**src/rtl/proxy_response_frame_parser_unit_defines.svh**
```systemverilog
// Assertion macros shared by the response frame parser RTL.
`ifndef PROXY_RESPONSE_FRAME_PARSER_UNIT_DEFINES_SVH
`define PROXY_RESPONSE_FRAME_PARSER_UNIT_DEFINES_SVH

// Same-cycle implication, checked outside reset.
`define PRFP_ASSERT_NOW(lbl, clk, rstn, ante, cons) \
    lbl: assert property (@(posedge clk) disable iff (!(rstn)) (ante) |-> (cons)) \
        else $error("same-cycle check failed");

// Next-cycle implication, checked outside reset.
`define PRFP_ASSERT_NEXT(lbl, clk, rstn, ante, cons) \
    lbl: assert property (@(posedge clk) disable iff (!(rstn)) (ante) |=> (cons)) \
        else $error("next-cycle check failed");

`endif

```
**src/rtl/prfp_pkg.sv**
```systemverilog
// Types and constants of the proxy response frame parser.
`timescale 1ns / 1ps

package prfp_pkg;

    localparam logic [31:0] MAGIC_WORD   = 32'h3158_504e;
    localparam int          RESULT_BYTES = 8;
    localparam int          HEADER_BYTES = 8;
    localparam int          MAGIC_BYTES  = 4;

    typedef enum logic [1:0] {
        CFG_EXPECTED_OP   = 2'd0,
        CFG_OUT_CAPACITY  = 2'd1,
        CFG_STRICT_LENGTH = 2'd2
    } t_cfg_index;

    typedef enum logic [1:0] {
        ST_OK        = 2'd0,
        ST_BAD_MAGIC = 2'd1,
        ST_OP_MISM   = 2'd2,
        ST_SHORT     = 2'd3
    } t_status;

    typedef enum logic [2:0] {
        PH_MAGIC   = 3'b001,
        PH_HEADER  = 3'b010,
        PH_PAYLOAD = 3'b100
    } t_phase;

    typedef struct packed {
        logic               data_valid;
        logic [7:0]         data_byte;
        logic               done_res;
        t_status            status;
        logic signed [63:0] result_value;
        logic [31:0]        response_length;
    } t_result;

endpackage

```
**src/rtl/proxy_response_frame_parser_unit.sv**
```systemverilog
// Top level of the proxy response frame parser.
// A result word is registered in the output register, or in the skid register while held.
// Throughput: one byte per cycle unless o_in_stall; a single compare-and-shift step.
// An output register plus one skid register keep input accepting while a result waits.
// Reset (synchronous, active low) returns the parser to magic search, clears config and valids.
`timescale 1ns / 1ps
`include "proxy_response_frame_parser_unit_defines.svh"

module proxy_response_frame_parser_unit
    import prfp_pkg::*;
(
    input  logic               i_clk,
    input  logic               i_rst_n,
    input  logic               i_in_valid,
    output logic               o_in_stall,
    input  logic [7:0]         i_rx_byte,
    output logic               o_out_valid,
    input  logic               i_out_stall,
    output logic               o_data_valid,
    output logic [7:0]         o_data_byte,
    output logic               o_done_res,
    output logic [1:0]         o_status,
    output logic signed [63:0] o_result_value,
    output logic [31:0]        o_response_length,
    input  logic               i_cfg_valid,
    output logic               o_cfg_ready,
    input  logic [1:0]         i_cfg_index,
    input  logic [15:0]        i_cfg_data
);

    logic [6:0]  r_exp_op;
    logic [15:0] r_capacity;
    logic        r_strict;

    t_phase      r_phase, n_phase;
    logic [31:0] r_count, n_count;
    logic [31:0] r_magic, n_magic;
    logic [7:0]  r_op, n_op;
    logic [31:0] r_length, n_length;
    logic [63:0] r_result, n_result;
    logic [15:0] r_fwd, n_fwd;

    t_result     res;
    logic        res_valid;
    logic        restart;
    logic [31:0] len_m1;
    logic        in_acc;
    logic        out_take;

    t_result     r_out, r_skid;
    logic        r_out_valid, r_skid_valid;

    assign o_cfg_ready = 1'b1;
    assign o_in_stall  = r_skid_valid;
    assign in_acc      = i_in_valid && !r_skid_valid;
    assign out_take    = r_out_valid && !i_out_stall;
    assign len_m1      = r_length - 32'd1;

    always_ff @(posedge i_clk) begin
        if (!i_rst_n) begin
            r_exp_op   <= '0;
            r_capacity <= '0;
            r_strict   <= 1'b0;
        end else if (i_cfg_valid) begin
            case (t_cfg_index'(i_cfg_index))
                CFG_EXPECTED_OP:   r_exp_op   <= i_cfg_data[6:0];
                CFG_OUT_CAPACITY:  r_capacity <= i_cfg_data;
                CFG_STRICT_LENGTH: r_strict   <= i_cfg_data[0];
                default: ;
            endcase
        end
    end

    always_comb begin
        n_phase   = r_phase;
        n_count   = r_count;
        n_magic   = r_magic;
        n_op      = r_op;
        n_length  = r_length;
        n_result  = r_result;
        n_fwd     = r_fwd;
        res       = '0;
        res_valid = 1'b0;
        restart   = 1'b0;
        case (r_phase)
            PH_MAGIC: begin
                n_magic = {i_rx_byte, r_magic[31:8]};
                n_count = r_count + 32'd1;
                if (r_count == 32'(MAGIC_BYTES - 1)) begin
                    if (n_magic != MAGIC_WORD) begin
                        restart      = 1'b1;
                        res_valid    = 1'b1;
                        res.done_res = 1'b1;
                        res.status   = ST_BAD_MAGIC;
                    end else begin
                        n_phase = PH_HEADER;
                        n_count = '0;
                    end
                end
            end
            PH_HEADER: begin
                if (r_count == 32'd0) begin
                    n_op = i_rx_byte;
                end
                if (r_count >= 32'(HEADER_BYTES - 4)) begin
                    n_length = {i_rx_byte, r_length[31:8]};
                end
                n_count = r_count + 32'd1;
                if (r_count == 32'(HEADER_BYTES - 1)) begin
                    if (n_op != {1'b1, r_exp_op}) begin
                        restart             = 1'b1;
                        res_valid           = 1'b1;
                        res.done_res        = 1'b1;
                        res.status          = ST_OP_MISM;
                        res.response_length = n_length;
                    end else if (n_length == 32'd0) begin
                        restart      = 1'b1;
                        res_valid    = 1'b1;
                        res.done_res = 1'b1;
                        if (r_strict) begin
                            res.status = ST_SHORT;
                        end else begin
                            res.status = ST_OK;
                        end
                    end else begin
                        n_phase  = PH_PAYLOAD;
                        n_count  = '0;
                        n_result = '0;
                        n_fwd    = '0;
                    end
                end
            end
            PH_PAYLOAD: begin
                if (r_length < 32'(RESULT_BYTES)) begin
                    // Short payload: drain it and flag on its last byte.
                    if (r_count == len_m1) begin
                        restart             = 1'b1;
                        res_valid           = 1'b1;
                        res.done_res        = 1'b1;
                        res.status          = ST_SHORT;
                        res.response_length = r_length;
                    end else begin
                        n_count = r_count + 32'd1;
                    end
                end else begin
                    if (r_count < 32'(RESULT_BYTES)) begin
                        n_result = {i_rx_byte, r_result[63:8]};
                    end else if (r_fwd < r_capacity) begin
                        res.data_valid = 1'b1;
                        res.data_byte  = i_rx_byte;
                        n_fwd          = r_fwd + 16'd1;
                    end
                    res.result_value    = n_result;
                    res.response_length = r_length;
                    if (r_count == len_m1) begin
                        restart      = 1'b1;
                        res_valid    = 1'b1;
                        res.done_res = 1'b1;
                    end else begin
                        n_count   = r_count + 32'd1;
                        res_valid = res.data_valid;
                    end
                end
            end
            default: begin
                restart = 1'b1;
            end
        endcase
        if (restart) begin
            n_phase  = PH_MAGIC;
            n_count  = '0;
            n_magic  = '0;
            n_op     = '0;
            n_length = '0;
            n_result = '0;
            n_fwd    = '0;
        end
    end

    always_ff @(posedge i_clk) begin
        if (!i_rst_n) begin
            r_phase  <= PH_MAGIC;
            r_count  <= '0;
            r_magic  <= '0;
            r_op     <= '0;
            r_length <= '0;
            r_result <= '0;
            r_fwd    <= '0;
        end else if (in_acc) begin
            r_phase  <= n_phase;
            r_count  <= n_count;
            r_magic  <= n_magic;
            r_op     <= n_op;
            r_length <= n_length;
            r_result <= n_result;
            r_fwd    <= n_fwd;
        end
    end

    // A new word goes to the skid register only while the output register is held.
    always_ff @(posedge i_clk) begin
        if (!i_rst_n) begin
            r_out_valid  <= 1'b0;
            r_skid_valid <= 1'b0;
        end else if (in_acc && res_valid) begin
            if (r_out_valid && !out_take) begin
                r_skid_valid <= 1'b1;
            end else begin
                r_out_valid <= 1'b1;
            end
        end else if (out_take) begin
            if (r_skid_valid) begin
                r_skid_valid <= 1'b0;
            end else begin
                r_out_valid <= 1'b0;
            end
        end
    end

    always_ff @(posedge i_clk) begin
        if (in_acc && res_valid) begin
            if (r_out_valid && !out_take) begin
                r_skid <= res;
            end else begin
                r_out <= res;
            end
        end else if (out_take && r_skid_valid) begin
            r_out <= r_skid;
        end
    end

    assign o_out_valid       = r_out_valid;
    assign o_data_valid      = r_out.data_valid;
    assign o_data_byte       = r_out.data_byte;
    assign o_done_res        = r_out.done_res;
    assign o_status          = r_out.status;
    assign o_result_value    = r_out.result_value;
    assign o_response_length = r_out.response_length;

    `PRFP_ASSERT_NOW(a_skid_behind_out, i_clk, i_rst_n, r_skid_valid, r_out_valid)
    `PRFP_ASSERT_NOW(a_word_has_meaning, i_clk, i_rst_n, r_out_valid,
                     r_out.data_valid || r_out.done_res)
    `PRFP_ASSERT_NOW(a_error_no_data, i_clk, i_rst_n,
                     r_out_valid && r_out.status != ST_OK,
                     !r_out.data_valid && r_out.result_value == 64'sd0)
    `PRFP_ASSERT_NOW(a_payload_nonempty, i_clk, i_rst_n, r_phase == PH_PAYLOAD,
                     r_length != 32'd0)
    `PRFP_ASSERT_NEXT(a_done_restarts, i_clk, i_rst_n, in_acc && res_valid && res.done_res,
                      r_phase == PH_MAGIC && r_count == 32'd0)

endmodule
```
**config.mk**
```make
export PLATFORM = sky130hd
export DESIGN_NAME = proxy_response_frame_parser_unit
export DESIGN_NICKNAME = d
export VERILOG_FILES = /design/src/rtl/prfp_pkg.sv /design/src/rtl/proxy_response_frame_parser_unit.sv
export VERILOG_INCLUDE_DIRS = /design/src /design/src/rtl
export SDC_FILE = /design/constraint.sdc
export NUM_CORES = 1
export LEC_CHECK = 0
export ABC_CLOCK_PERIOD_IN_PS = 22300
export BUFFER_PORTS_ARGS = -buffer_cell sky130_fd_sc_hd__clkbuf_2
export CORE_MARGIN = 2
export CORE_UTILIZATION = 60
export CTS_CLUSTER_SIZE = 20
export DETAILED_ROUTE_END_ITERATION = 8
export GPL_TIMING_DRIVEN = 0
export MAX_ROUTING_LAYER = met4
export PLACE_DENSITY = 0.79
export SLEW_MARGIN = 20
export SYNTH_ARGS = -nofsm -noshare
export SYNTH_HDL_FRONTEND = slang
export SYNTH_SLANG_ARGS = --single-unit
```
**constraint.sdc**
```tcl
create_clock -name i_clk -period 22.3 [get_ports i_clk]
set_input_delay 2.23 -clock i_clk [delete_from_list [all_inputs] [get_ports i_clk]]
set_output_delay 2.23 -clock i_clk [all_outputs]
set_load 0.02 [all_outputs]
```
== Yosys cells after proc, flatten, opt, wreduce, memory -nomap -nowiden ==
Cells that the tools add are included.
W data, S select, Z words.

* Reduce and logical (&&, ||, !) cells: 31
* Mux-type cells: 81
* Eq/ne operators: 22
* $lt $le $gt $ge: 4
* Add/sub/neg operators: 3

{| class="wikitable"
|+ Operators by type and width
! operator !! number
|-
| $mux W32 || 17
|-
| $mux W64 || 8
|-
| $mux W108 || 3
|-
| $pmux W64 S2 || 1
|-
| $mux W16 || 7
|-
| $pmux W32 S3 || 1
|-
| $logic_not A32 Y1 || 2
|-
| $lt A32 B4 Y1 const B || 2
|-
| $pmux W32 S2 || 1
|-
| $mux W3 || 12
|-
| $mux W9 || 4
|-
| $add A32 B1 Y32 const B || 1
|-
| $eq A32 B2 Y1 const B || 1
|-
| $eq A32 B3 Y1 const B || 1
|-
| $eq A32 B32 Y1 || 1
|-
| $ge A32 B3 Y1 const B || 1
|-
| $mux W8 || 4
|-
| $ne A32 B30 Y1 const B || 1
|-
| $pmux W16 S2 || 1
|-
| $sub A32 B1 Y32 const B || 1
|-
| $ne A3 B3 Y1 const B || 9
|-
| $add A16 B1 Y16 const B || 1
|-
| $lt A16 B16 Y1 || 1
|-
| $mux W1 || 16
|-
| 23 further kinds || 44
|}

* Output and inout port bits: 111
* Bits in registers: 429

== Logic depth before layout (Yosys ltp) ==
Gate-level depths: netlist of run 1.

* Depth after elaboration: 11
* Mapped depth: 16
* Gate-level depth less buffers: 11

== Worst setup path before layout of run 1 ==
Ideal clock, no wire load.

* Kind: input to register
* Start point: in i_rx_byte[2]
* End point: reg r_out, in the netlist o_data_byte[0], enable pin
* Arrival time: 9.456 ns
* Required time: 21.679 ns
* Stages on the path: 9
* Path slack: 12.223 ns
* Cell sequence: clkbuf_1 or4_1 nor4_1 nand4_1 nor3_1 nor3b_2 a31o_2 clkbuf_1 a22oi_1

* Longest elaborated chain between the ends: 10

{| class="wikitable"
|+ RTL lines
! element !! RTL line !! RTL
|-
| start: declaration || proxy_response_frame_parser_unit.sv:16 || <nowiki>input logic [7:0] i_rx_byte,</nowiki>
|-
| $mux W32 || proxy_response_frame_parser_unit.sv:105 || <nowiki>if (r_count >= 32'(HEADER_BYTES - 4)) begin</nowiki>
|-
| $mux W32 || proxy_response_frame_parser_unit.sv:85 || <nowiki>case (r_phase)</nowiki>
|-
| $logic_not A32 Y1 || proxy_response_frame_parser_unit.sv:116 || <nowiki>end else if (n_length == 32'd0) begin</nowiki>
|-
| $mux W1 || proxy_response_frame_parser_unit.sv:116 ||
|-
| $mux W1 || proxy_response_frame_parser_unit.sv:110 || <nowiki>if (n_op != {1'b1, r_exp_op}) begin</nowiki>
|-
| $mux W1 || proxy_response_frame_parser_unit.sv:109 || <nowiki>if (r_count == 32'(HEADER_BYTES - 1)) begin</nowiki>
|-
| $pmux W1 S3 * || proxy_response_frame_parser_unit.sv:85 ||
|-
| $logic_and A1 B1 Y1 * || proxy_response_frame_parser_unit.sv:221 || <nowiki>if (in_acc && res_valid) begin</nowiki>
|-
| $ne A2 B2 Y1 (no line) / $reduce_bool A2 Y1 (equally long branches) || n/a ||
|-
| $reduce_and A2 Y1 (no line) * || n/a ||
|-
| end signal: assignment || proxy_response_frame_parser_unit.sv:225 || <nowiki>r_out <= res;</nowiki>
|-
| end signal: assignment || proxy_response_frame_parser_unit.sv:228 || <nowiki>r_out <= r_skid;</nowiki>
|-
| end: declaration || proxy_response_frame_parser_unit.sv:50 || <nowiki>t_result r_out, r_skid;</nowiki>
|}

Every way passes the cells marked *; elsewhere a longest branch is shown, timed or not. The select of a mux whose other input is x is not followed.
A chain may end at the register's enable or synchronous reset.

== Final worst setup path of run 1 ==
* Start point: in i_rx_byte[0]
* End point: reg r_skid[7] (netlist bit), enable pin

* Longest elaborated chain between the ends: 9

{| class="wikitable"
|+ RTL lines
! element !! RTL line !! RTL
|-
| $mux W32 || proxy_response_frame_parser_unit.sv:105 ||
|-
| $mux W32 || proxy_response_frame_parser_unit.sv:85 ||
|-
| $logic_not A32 Y1 || proxy_response_frame_parser_unit.sv:116 ||
|-
| $mux W1 || proxy_response_frame_parser_unit.sv:116 ||
|-
| $mux W1 || proxy_response_frame_parser_unit.sv:110 ||
|-
| $mux W1 || proxy_response_frame_parser_unit.sv:109 ||
|-
| $pmux W1 S3 * || proxy_response_frame_parser_unit.sv:85 ||
|-
| $logic_and A1 B1 Y1 * || proxy_response_frame_parser_unit.sv:221 ||
|-
| $reduce_and A2 Y1 (no line) * || n/a ||
|-
| end signal: assignment || proxy_response_frame_parser_unit.sv:223 || <nowiki>r_skid <= res;</nowiki>
|-
| end: declaration || proxy_response_frame_parser_unit.sv:50 ||
|}

Marks and branches as above.

==> results of run 1 <==
## placed cells by master, fill, tap and decap left out, drive strengths merged, types with 9 or more instances in the layout
| cell type | Yosys | routed |
|---|---|---|
| xnor2 | 39 | 39 |
| nor4 | 33 | 33 |
| inv | 118 | 119 |
| a2111oi | 9 | 9 |
| ha | 19 | 19 |
| o211ai | 15 | 15 |
| or3 | 17 | 17 |
| o21ai | 97 | 97 |
| buf | 41 | 51 |
| xor2 | 32 | 32 |
| and3 | 31 | 31 |
| a32oi | 70 | 70 |
| nand2 | 215 | 215 |
| or4 | 14 | 14 |
| dfxtp | 205 | 205 |
| mux2i | 11 | 11 |
| a22o | 98 | 98 |
| nor3 | 50 | 50 |
| clkinv | 0 | 16 |
| edfxtp | 216 | 216 |
| nand4 | 25 | 25 |
| clkbuf | 111 | 306 |
| a21oi | 103 | 103 |
| mux2 | 100 | 100 |
| nor2 | 60 | 60 |
| nand3 | 35 | 35 |
## final cells by class
type	instances	share of cell area, %
Inverter	118	1.98
Clock inverter	20	0.599
Timing Repair Buffer	146	3.68
Sequential cell	421	47.4
Multi-Input combinational cell	1186	35.7
Tap cell	442	2.48
Buffer	152	2.91
Clock buffer	59	5.27
## power by group
part	leakage, nW	total, mW	switching [mW]	internal (mW)
sequential	3.43	0.816	0.00386	0.812
combinational	3.44	0.0528	0.0358	0.0169
clock	0.635	0.677	0.295	0.382
## worst register-to-register path, delay by kind of cell, from the launching register on
kind / cells / cell delay (ns)
AOI/OAI and AO/OA: 2 / 1.23
adders and majority gates: 1 / 0.26
buffers and inverters: 6 / 1.36
DFF: 1 / 0.30
muxes: 1 / 0.39
and+or+nand+nor: 6 / 2.26
## registers in the layout, indices dropped and copies added, names as in the netlist, 2 cells and up
name / flops
o_data_byte: 8
r_fwd: 16
o_status: 2
r_exp_op: 7
o_response_length: 32
o_result_value: 64
r_phase: 3
r_length: 32
r_result: 64
r_magic: 24
r_count: 32
r_capacity: 16
r_op: 8
r_skid: 108
## kinds of logic after synthesis
kind of cell             after synthesis  synth area share [%]
other                                  1                0.0191
buffers and inverters                270                  5.57
adder cells (fa/ha/maj)               19                  1.21
AND/OR/NAND/NOR                      534                  13.6
XOR/XNOR                              71                  3.17
AO/OA/AOI/OAI                        450                  16.1
flip-flops                           421                  54.0
multiplexers                         111                  6.36
## synth_stat cells (21+ instances only)
library cell	n	share of area (%)
sky130_fd_sc_hd__xor2_1	32	1.4
sky130_fd_sc_hd__a21oi_1	103	2.6
sky130_fd_sc_hd__nor2_1	60	1.1
sky130_fd_sc_hd__buf_2	21	0.54
sky130_fd_sc_hd__edfxtp_1	216	33
sky130_fd_sc_hd__a22o_1	98	4.4
sky130_fd_sc_hd__nand3_1	35	0.89
sky130_fd_sc_hd__a32oi_1	70	3.1
sky130_fd_sc_hd__o21ai_1	33	0.84
sky130_fd_sc_hd__o21ai_0	64	1.6
sky130_fd_sc_hd__inv_1	118	2.3
sky130_fd_sc_hd__and3_1	31	0.99
sky130_fd_sc_hd__nor4_1	32	1.0
sky130_fd_sc_hd__nand2_1	215	4.1
sky130_fd_sc_hd__clkbuf_1	111	2.1
sky130_fd_sc_hd__xnor2_1	39	1.7
sky130_fd_sc_hd__dfxtp_1	205	21
sky130_fd_sc_hd__nor3_1	50	1.3
sky130_fd_sc_hd__nand4_1	25	0.80
sky130_fd_sc_hd__mux2_2	91	5.2
## per-stage QoR
step / setup WS (ns) / util, % / total power, mW
2_1_floorplan: 12.22 / - / 0.866
3_3_place_gp: 9.31 / 64.4 / 0.883
3_5_place_dp: 15.32 / 64.9 / 0.884
4_1_cts: 15.90 / 68.9 / 1.55
5_1_grt: 15.62 / 69.0 / 1.59
6_report: 15.78 / 69.0 / 1.55
## per-layer routing
metal,share of wire (%),vias up
met4,2.9,0
met2,45,762
li1,-,7309
met3,8.4,112
met1,43,7517
met5,0,-
## worst paths after layout
| kind | startpoint | to | slack [ns] | depth (start not counted) |
|---|---|---|---|---|
| hold reg to reg | r_capacity[0]$_SDFFE_PN0P_ | r_capacity[0]$_SDFFE_PN0P_ | 0.46 | 2 |
| setup / recovery | i_rx_byte[0] | r_skid[7]$_DFFE_PP_ | 15.78 | 13 |
| hold / removal | r_capacity[0]$_SDFFE_PN0P_ | r_capacity[0]$_SDFFE_PN0P_ | 0.46 | 2 |
| setup reg to reg | r_length[0]$_SDFFE_PN0P_ | r_skid[7]$_DFFE_PP_ | 16.16 | 16 |
==> flow_summary_export.csv, run 1 <==
group,metric,value,unit
clock_network,cts_repair_resize_count,0,
clock_network,cts.clk_slew.worst_paths,0.06,ns
die,die_area,34200,um2
logic_synthesis,async_reset_ff_share,0,%
worst_setup_path,critical_path.cell_chain,"clkbuf_2 -> clkbuf_1 -> xnor2_1 -> o2111ai_1 -> o21ai_0 -> a31oi_1 -> nor3b_2 -> a31oi_4 -> buf_6 -> buf_6 -> and3_4 -> buf_12 -> buf_12",
route,drc,0,
worst_setup_path,crit_type,"input port to register",
run,max-cap-violations,0,
sta,post-route-period-util,29.2,%
sta,max_freq,153,MHz
route,drt-pass1-iter-count,5,
logic_synthesis,top_ff_cell_synth,"sky130_fd_sc_hd__edfxtp_1",
route,routed_via_density,6.17,
die,row_count,66,
logic_synthesis,seq_area_frac_synth,54.0,%
worst_setup_path,crit_family,"compound AO/OA/AOI/OAI gates",
die,die_x,185,um
logic_synthesis,postSynthCellCount,1877,
final_layout,multiInputGateArea,7970,um2
clock_network,cts_hold_buf,0,
global_route,globalRouteOverflowTotal,0,
die,core-area,32400,um2
sta,rsz0062_at_grt,"false",
global_route,grt_use_met1,42.0,%
clock_network,clock_sinks,421,
worst_setup_path,path_max_fanout,38,
placement,gpl.final_weighted_congestion,0.984,
die,floorplan.initialDensity,60.6,%
placement,dpl_cell_area,21000,um2
clock_network,cts-root-to-sink-buffers,3,
global_route,groute.layer.met2.usage,48.0,%
clock_network,htreeDepth,2,
sta,fin_hold_ws,0.457,ns
logic_synthesis,yosys_register_bits,421,
die,design.portCount,142,
sta,finClkSkew,0.0234,ns
sta,hold_viol_final,0,
sta,period_minus_slack,6.52,ns
placement,dpl.cell_count,2465,
worst_setup_path,worstPathRequired,22.54,ns
final_layout,design.final.nets,2118,
clock_network,cts_tree,"built",
sta,maxSlewViolCount,0,
logic_synthesis,synth.distinct_cells,81,
final_layout,final_cell_count_no_fill,2544,
die,die_h,185,um
final_layout,diodes_inserted,0,
route,wl_per_cell,20.3,um
global_route,first_global_vias,14561,
worst_setup_path,buf_inv_on_cp,6,
logic_synthesis,synth_fp_nets,1927,
worst_setup_path,worstSetupStartpointType,"input port",
sta,finalSetupViolCount,0,
worst_setup_path,critical_path.endpoint_type,"register",
worst_setup_path,cp.arrival,6.76,ns
sta,finalSetupTns,0,ns
final_layout,final-seq-area,10600,um2
worst_setup_path,worst_path_largest_cell_delay,0.93,ns
pwr,total_leakage_power,7.50,nW
placement,port_buffers,136,
clock_network,clk-insertion-delay-late,0.56,ns
global_route,wire_length_of_the_first_global_routing_pass,79.9,mm
sta,tightest_slew,1.14,ns
global_route,antenna_violations_before_repair,0,
clock_network,postCtsSetupBuffers,0,
placement,hpwl,36.9,mm
global_route,grt_start_max_net_pins,39,
sta,timing.slew.headroom,23.3,%
logic_synthesis,syn_avg_cell_area,10.5,um2
route,final_antenna_net_count,0,
route,initialDrtViolationCount,1734,
global_route,grtUsageTotal,30.9,%
clock_network,cts_root_buf,"sky130_fd_sc_hd__clkbuf_16",
global_route,met3_usage,4.56,%
clock_network,cts_made_buffers,43,
worst_setup_path,crit_path_top_delay_cell,"sky130_fd_sc_hd__a31oi_1",
route,detail_route.wirelength,51.6,mm
final_layout,final.fill_count,2427,
pwr,powerDensity,69.2,nW/um2
logic_synthesis,yosysWarningCount,0,
pwr,power.ir.vdd_worst,0.0581,mV
logic_synthesis,synth.cell_area,19600,um2
global_route,busiest_layer,"met2",
logic_synthesis,synth-edff-count,216,
route,detailed_route_via_count,15700,
final_layout,drive_gt1_share,16.6,%
final_layout,post-route-cell-area,22300,um2
outcome,outcome,"finished, final reports clean",
final_layout,syn_to_final_growth,13.8,%
hold_path,hold_class,"register to register",
Power figures use the tool's default switching activity.
==> run 2, diff against run 1 <==
- ABC_CLOCK_PERIOD_IN_PS: 22300 -> 5300
- CORE_UTILIZATION: 60 -> 55
- PLACE_DENSITY: 0.79 -> 0.77
- clock period: 22.3 -> 5.3 ns (I/O delays scaled with it)
==> flow_summary_export.csv, run 2 (synthesis gave the netlist of run 1 again) <==
group,metric,value,unit
die,design.portCount,142,
global_route,first_global_vias,15015,
final_layout,diodes_inserted,0,
placement,port_buffers,136,
worst_setup_path,cp_common_cell,"sky130_fd_sc_hd__buf_6",
die,die_area,37200,um2
route,drc,0,
pwr,power.ir.vdd_worst,0.248,mV
worst_setup_path,worstSetupStartpointType,"register",
worst_setup_path,path_max_fanout,16,
sta,finalSetupViolCount,0,
placement,post-place-ws,-0.250,ns
global_route,antenna_violations_before_repair,0,
global_route,grt_use_met1,37.8,%
clock_network,cts_root_buf,"sky130_fd_sc_hd__clkbuf_16",
clock_network,cts.clk_slew.worst_paths,0.06,ns
clock_network,cts_tree,"built",
final_layout,syn_to_final_growth,15.1,%
placement,dpl.cell_count,2483,
placement,gpl.final_weighted_congestion,0.989,
clock_network,cts-root-to-sink-buffers,3,
sta,post-route-period-util,95.4,%
run,max-cap-violations,0,
worst_setup_path,crit_path_top_delay_cell,"sky130_fd_sc_hd__or4_1",
worst_setup_path,crit_type,"register to register",
pwr,power.share.clock,45.6,%
final_layout,layout_commonest_cell,"sky130_fd_sc_hd__edfxtp_1",
sta,finalSetupTns,0,ns
route,final_antenna_net_count,0,
final_layout,post-route-cell-area,22600,um2
final_layout,drive_gt1_share,17.6,%
final_layout,post-route-util,64.0,%
global_route,grtUsageTotal,29.3,%
sta,hold_viol_final,0,
pwr,switching_power,1.44,mW
placement,dpl_cell_area,21100,um2
global_route,grt_start_max_net_pins,59,
clock_network,cts_made_buffers,44,
sta,maxSlewViolCount,0,
clock_network,clk-insertion-delay-late,0.56,ns
pwr,swShare,21.5,%
sta,fin_hold_ws,0.193,ns
clock_network,cts_hold_buf,0,
final_layout,final_cell_count_no_fill,2571,
pwr,flop_pwr_share,51.1,%
route,wl_per_cell,20.7,um
die,floorplan.initialDensity,55.6,%
global_route,busiest_layer,"met2",
worst_setup_path,worstPathRequired,5.55,ns
die,die_h,193,um
sta,period_minus_slack,5.06,ns
route,routed_via_density,6.12,
route,initialDrtViolationCount,1664,
worst_setup_path,critical_path.endpoint_type,"register",
pwr,power.internal,5.28,mW
sta,tightest_slew,1.11,ns
die,die_x,193,um
pwr,total_leakage_power,7.61,nW
global_route,groute.layer.met2.usage,45.6,%
clock_network,clock_sinks,421,
final_layout,largest_register_ff_count,108,
route,drt-pass1-iter-count,6,
route,detail_route.wirelength,53.1,mm
pwr,combPwrFrac,3.3,%
pwr,post-layout-total-power,6.72,mW
global_route,wire_length_of_the_first_global_routing_pass,82.3,mm
sta,post-route-worst-setup-slack,0.243,ns
route,detailed_route_via_count,15733,
sta,timing.slew.headroom,25.4,%
sta,rsz0062_at_grt,"false",
global_route,globalRouteOverflowTotal,0,
worst_setup_path,critical_path.cell_chain,"clkbuf_1 -> or4_1 -> clkbuf_2 -> or3_4 -> or4_1 -> o41a_1 -> a2111oi_2 -> and3b_2 -> nand2_2 -> a31o_4 -> clkbuf_8 -> a22oi_2 -> buf_8 -> buf_6 -> buf_6 -> buf_6 -> buf_6",
outcome,outcome,"finished, final reports clean",
final_layout,leading_cell_types_in_the_layout_fill_and_taps_excluded,"sky130_fd_sc_hd__edfxtp_1, sky130_fd_sc_hd__nand2_1, sky130_fd_sc_hd__dfxtp_1, sky130_fd_sc_hd__clkbuf_2, sky130_fd_sc_hd__clkbuf_1",
final_layout,largest-register,"r_skid",
worst_setup_path,worst_path_largest_cell_delay,0.52,ns
final_layout,final.fill_count,2777,
sta,max_freq,198,MHz
die,row_count,69,
worst_setup_path,cp.arrival,5.31,ns
pwr,powerDensity,298,nW/um2
die,core-area,35300,um2
placement,hpwl,37.7,mm
sta,finClkSkew,0.0197,ns
global_route,met3_usage,5.73,%
final_layout,design.final.nets,2124,
clock_network,htreeDepth,2,
hold_path,hold_class,"input port to register",
[run 2: changes by cell type in the layout (fill, tap and decap cells not counted), sizes merged]
cell    before  now
buf         51   55
bufinv       1    4
clkbuf     306  304
clkinv      16   18
and3        31   32
[run 2: routing by layer]
layer / up-vias / share of wire, %
met1: 7481 / 41
met5: - / 0
li1: 7301 / -
met2: 813 / 45
met4: 0 / 3.8
met3: 138 / 9.3
[run 2: final timing paths]
path | from | end | slack [ns] | cells after the start
max | r_length[17]$_SDFFE_PN0P_ | o_response_length[23]$_DFFE_PP_ | 0.24 | 17
min | i_cfg_data[8] | r_capacity[8]$_SDFFE_PN0P_ | 0.19 | 3
max reg2reg | r_length[17]$_SDFFE_PN0P_ | o_response_length[23]$_DFFE_PP_ | 0.24 | 17
min reg2reg | r_capacity[7]$_SDFFE_PN0P_ | r_capacity[7]$_SDFFE_PN0P_ | 0.46 | 2
[run 2: worst max-delay path, delay by kind of cell (launching register included)]
family	cells	cell delay (ns)
flip-flops	1	0.31
AO/OA/AOI/OAI	4	1.01
buffers and inverters	8	1.55
AND/OR/NAND/NOR	5	1.85
[run 2: repair_timing]
action | CTS | global route
buffers inserted | 5 | 0
setup endpoints to repair | 87 | 85
gates resized for setup | 0 | 5
gates cloned | 1 | 0
pin swaps | 3 | 0
[run 2: area by class of cell]
type	count	area, um2	share of cell area [%]
Buffer	152	672	2.97
Clock inverter	25	234	1.04
Tap cell	461	577	2.55
Clock buffer	57	1190	5.28
Timing Repair Buffer	150	843	3.73
Inverter	118	445	1.97
Sequential cell	421	10600	46.9
Multi-Input combinational cell	1187	8040	35.6
[run 2: power groups by stage]
stage / registers (mW) / logic [mW] / clock network [mW]
floorplan: 3.51 / 0.136 / 0
global placement: 3.50 / 0.210 / 0
detailed placement: 3.50 / 0.218 / 0
CTS: 3.43 / 0.220 / 3.09
global route: 3.43 / 0.241 / 3.22
finish: 3.43 / 0.224 / 3.06
==> run 3, diff against run 2 <==
- CORE_UTILIZATION: 55 -> 30
- PLACE_DENSITY: 0.77 -> default
==> flow_summary_export.csv, run 3 (synthesis gave the netlist of run 1 again) <==
group,metric,value,unit
sta,finClkSkew,0.0518,ns
global_route,antenna_violations_before_repair,6,
placement,post-place-ws,-0.563,ns
placement,gpl.final_weighted_congestion,0.918,
worst_setup_path,worstReg2RegEnd,"r_length[1]$_SDFFE_PN0P_",
die,die_h,260,um
sta,tightest_slew,1.06,ns
placement,port_buffers,136,
run,max-cap-violations,0,
global_route,first_global_vias,14918,
route,drt-pass1-iter-count,6,
die,core-area,64600,um2
pwr,powerDensity,303,nW/um2
final_layout,design.final.nets,2129,
clock_network,clock_sinks,421,
die,row_count,93,
worst_setup_path,worstSetupStartpointType,"register",
placement,dpl.cell_count,2878,
sta,timing.slew.headroom,28.9,%
sta,fin_hold_ws,0.158,ns
global_route,wire_length_of_the_first_global_routing_pass,87.6,mm
global_route,globalRouteOverflowTotal,0,
worst_setup_path,cp_common_cell,"sky130_fd_sc_hd__clkbuf_1",
worst_setup_path,timing.reg2reg.setup_slack,0.32,ns
sta,maxSlewViolCount,0,
hold_path,worst_hold_path.num_cells,3,
global_route,groute.layer.met2.usage,25.9,%
final_layout,leading_cell_types_in_the_layout_fill_and_taps_excluded,"sky130_fd_sc_hd__edfxtp_1, sky130_fd_sc_hd__nand2_1, sky130_fd_sc_hd__dfxtp_1, sky130_fd_sc_hd__clkbuf_2, sky130_fd_sc_hd__inv_1",
clock_network,cts_root_buf,"sky130_fd_sc_hd__clkbuf_16",
worst_setup_path,setup.worst_path.start,"r_count[25]$_SDFFE_PN0P_",
worst_setup_path,crit_type,"register to register",
route,final_antenna_net_count,0,
die,die_area,67500,um2
worst_setup_path,worstRegToRegCells,12,
final_layout,syn_to_final_growth,19.0,%
sta,post-route-period-util,94.0,%
sta,finalSetupViolCount,0,
clock_network,cts_tree,"built",
route,drc,0,
final_layout,drive_gt1_share,18.2,%
worst_setup_path,critical_path.cell_chain,"clkbuf_1 -> nor4_1 -> nand4_1 -> or2_1 -> clkbuf_1 -> o22ai_1 -> a31oi_1 -> nor3b_2 -> o211ai_1 -> nor3_2 -> clkbuf_1 -> a22o_1",
worst_setup_path,worstPathRequired,5.81,ns
final_layout,post-route-cell-area,23300,um2
die,design.portCount,142,
pwr,post-layout-total-power,7.08,mW
worst_setup_path,worst_path_largest_cell_delay,0.69,ns
sta,rsz0062_at_grt,"false",
placement,hpwl,40.9,mm
worst_setup_path,crit_path_top_delay_cell,"sky130_fd_sc_hd__nor3_2",
clock_network,cts.clk_slew.worst_paths,0.06,ns
global_route,grt_use_met1,22.8,%
global_route,grt_start_max_net_pins,51,
final_layout,largest-register,"r_skid",
die,floorplan.initialDensity,30.4,%
sta,hold_viol_final,0,
final_layout,final_cell_count_no_fill,2977,
outcome,outcome,"finished, final reports clean",
clock_network,cts-root-to-sink-buffers,3,
worst_setup_path,critical_path.endpoint_type,"register",
route,wl_per_cell,19.2,um
die,die_x,260,um
sta,finalSetupTns,0,ns
route,routed_via_density,5.23,
global_route,busiest_layer,"met2",
final_layout,layout_commonest_cell,"sky130_fd_sc_hd__edfxtp_1",
worst_setup_path,cp.arrival,5.49,ns
sta,period_minus_slack,4.98,ns
placement,dpl_cell_area,21600,um2
hold_path,hold_crit_start,"i_cfg_data[12]",
global_route,grtUsageTotal,17.1,%
clock_network,clk-insertion-delay-late,0.62,ns
clock_network,htreeDepth,2,
global_route,met3_usage,3.29,%
hold_path,hold_class,"input port to register",
sta,max_freq,201,MHz
pwr,power.ir.vdd_worst,0.248,mV
clock_network,cts_made_buffers,47,
pwr,total_leakage_power,7.73,nW
route,detailed_route_via_count,15555,
worst_setup_path,path_max_fanout,10,
worst_setup_path,rr_startpoint,"r_count[25]$_SDFFE_PN0P_",
final_layout,largest_register_ff_count,108,
route,initialDrtViolationCount,1250,
final_layout,post-route-util,36.2,%
route,detail_route.wirelength,57.2,mm
hold_path,min_to,"r_capacity[12]$_SDFFE_PN0P_",
sta,post-route-worst-setup-slack,0.317,ns
==> run 3: power by group <==
part	internal (mW)	leakage [nW]	total, mW	switching [mW]
Combinational	0.0720	3.52	0.228	0.156
Sequential	3.42	3.43	3.44	0.0184
Clock	2.00	0.782	3.42	1.42
==> run 3: how the worst max path moves through the flow <==
stage / end / slack, ns / cells after the start
6_report: r_length[1]$_SDFFE_PN0P_ / 0.32 / 12
5_1_grt: r_length[1]$_SDFFE_PN0P_ / 0.03 / 12
4_1_cts: r_skid[35]$_DFFE_PP_ / 0.02 / 15
3_5_place_dp: r_skid[24]$_DFFE_PP_ / -0.56 / 14
3_3_place_gp: o_result_value[30]$_DFFE_PP_ / -3.24 / 12
2_1_floorplan: o_data_byte[0]$_DFFE_PP_ / -1.32 / 13
==> run 3: critical path: cells and delay by family, from the launching register on <==
family,cells,cell delay (ns)
simple gates,5,2.31
compound gates,4,1.34
buf+inv,3,0.94
flops,1,0.29
==> run 3: what timing repair did <==
action                                  in CTS  in global routing
pin swaps                                    4                  0
setup buffers                                5                  1
hold endpoints to repair                     0                  0
endpoints found under the setup margin     123                 81
hold buffers                                 0                  0
gates cloned                                 1                  0
resized for setup                            0                  4
==> run 3: layout make-up <==
class / count / area (um2)
tap: 855 / 1070
clock inverter: 29 / 393
buffer: 152 / 672
sequential: 421 / 10600
timing repair buffer: 152 / 871
clock buffer: 57 / 1240
antenna: 6 / 15.0
inverter: 118 / 445
multi-input combinational: 1187 / 8050
fill: 6358 / 41200
==> run 3: per-layer routing <==
metal	routed length, um	up-vias
met4	1550	0
met1	26300	7570
met3	3840	94
met5	0	-
met2	25600	560
li1	-	7331
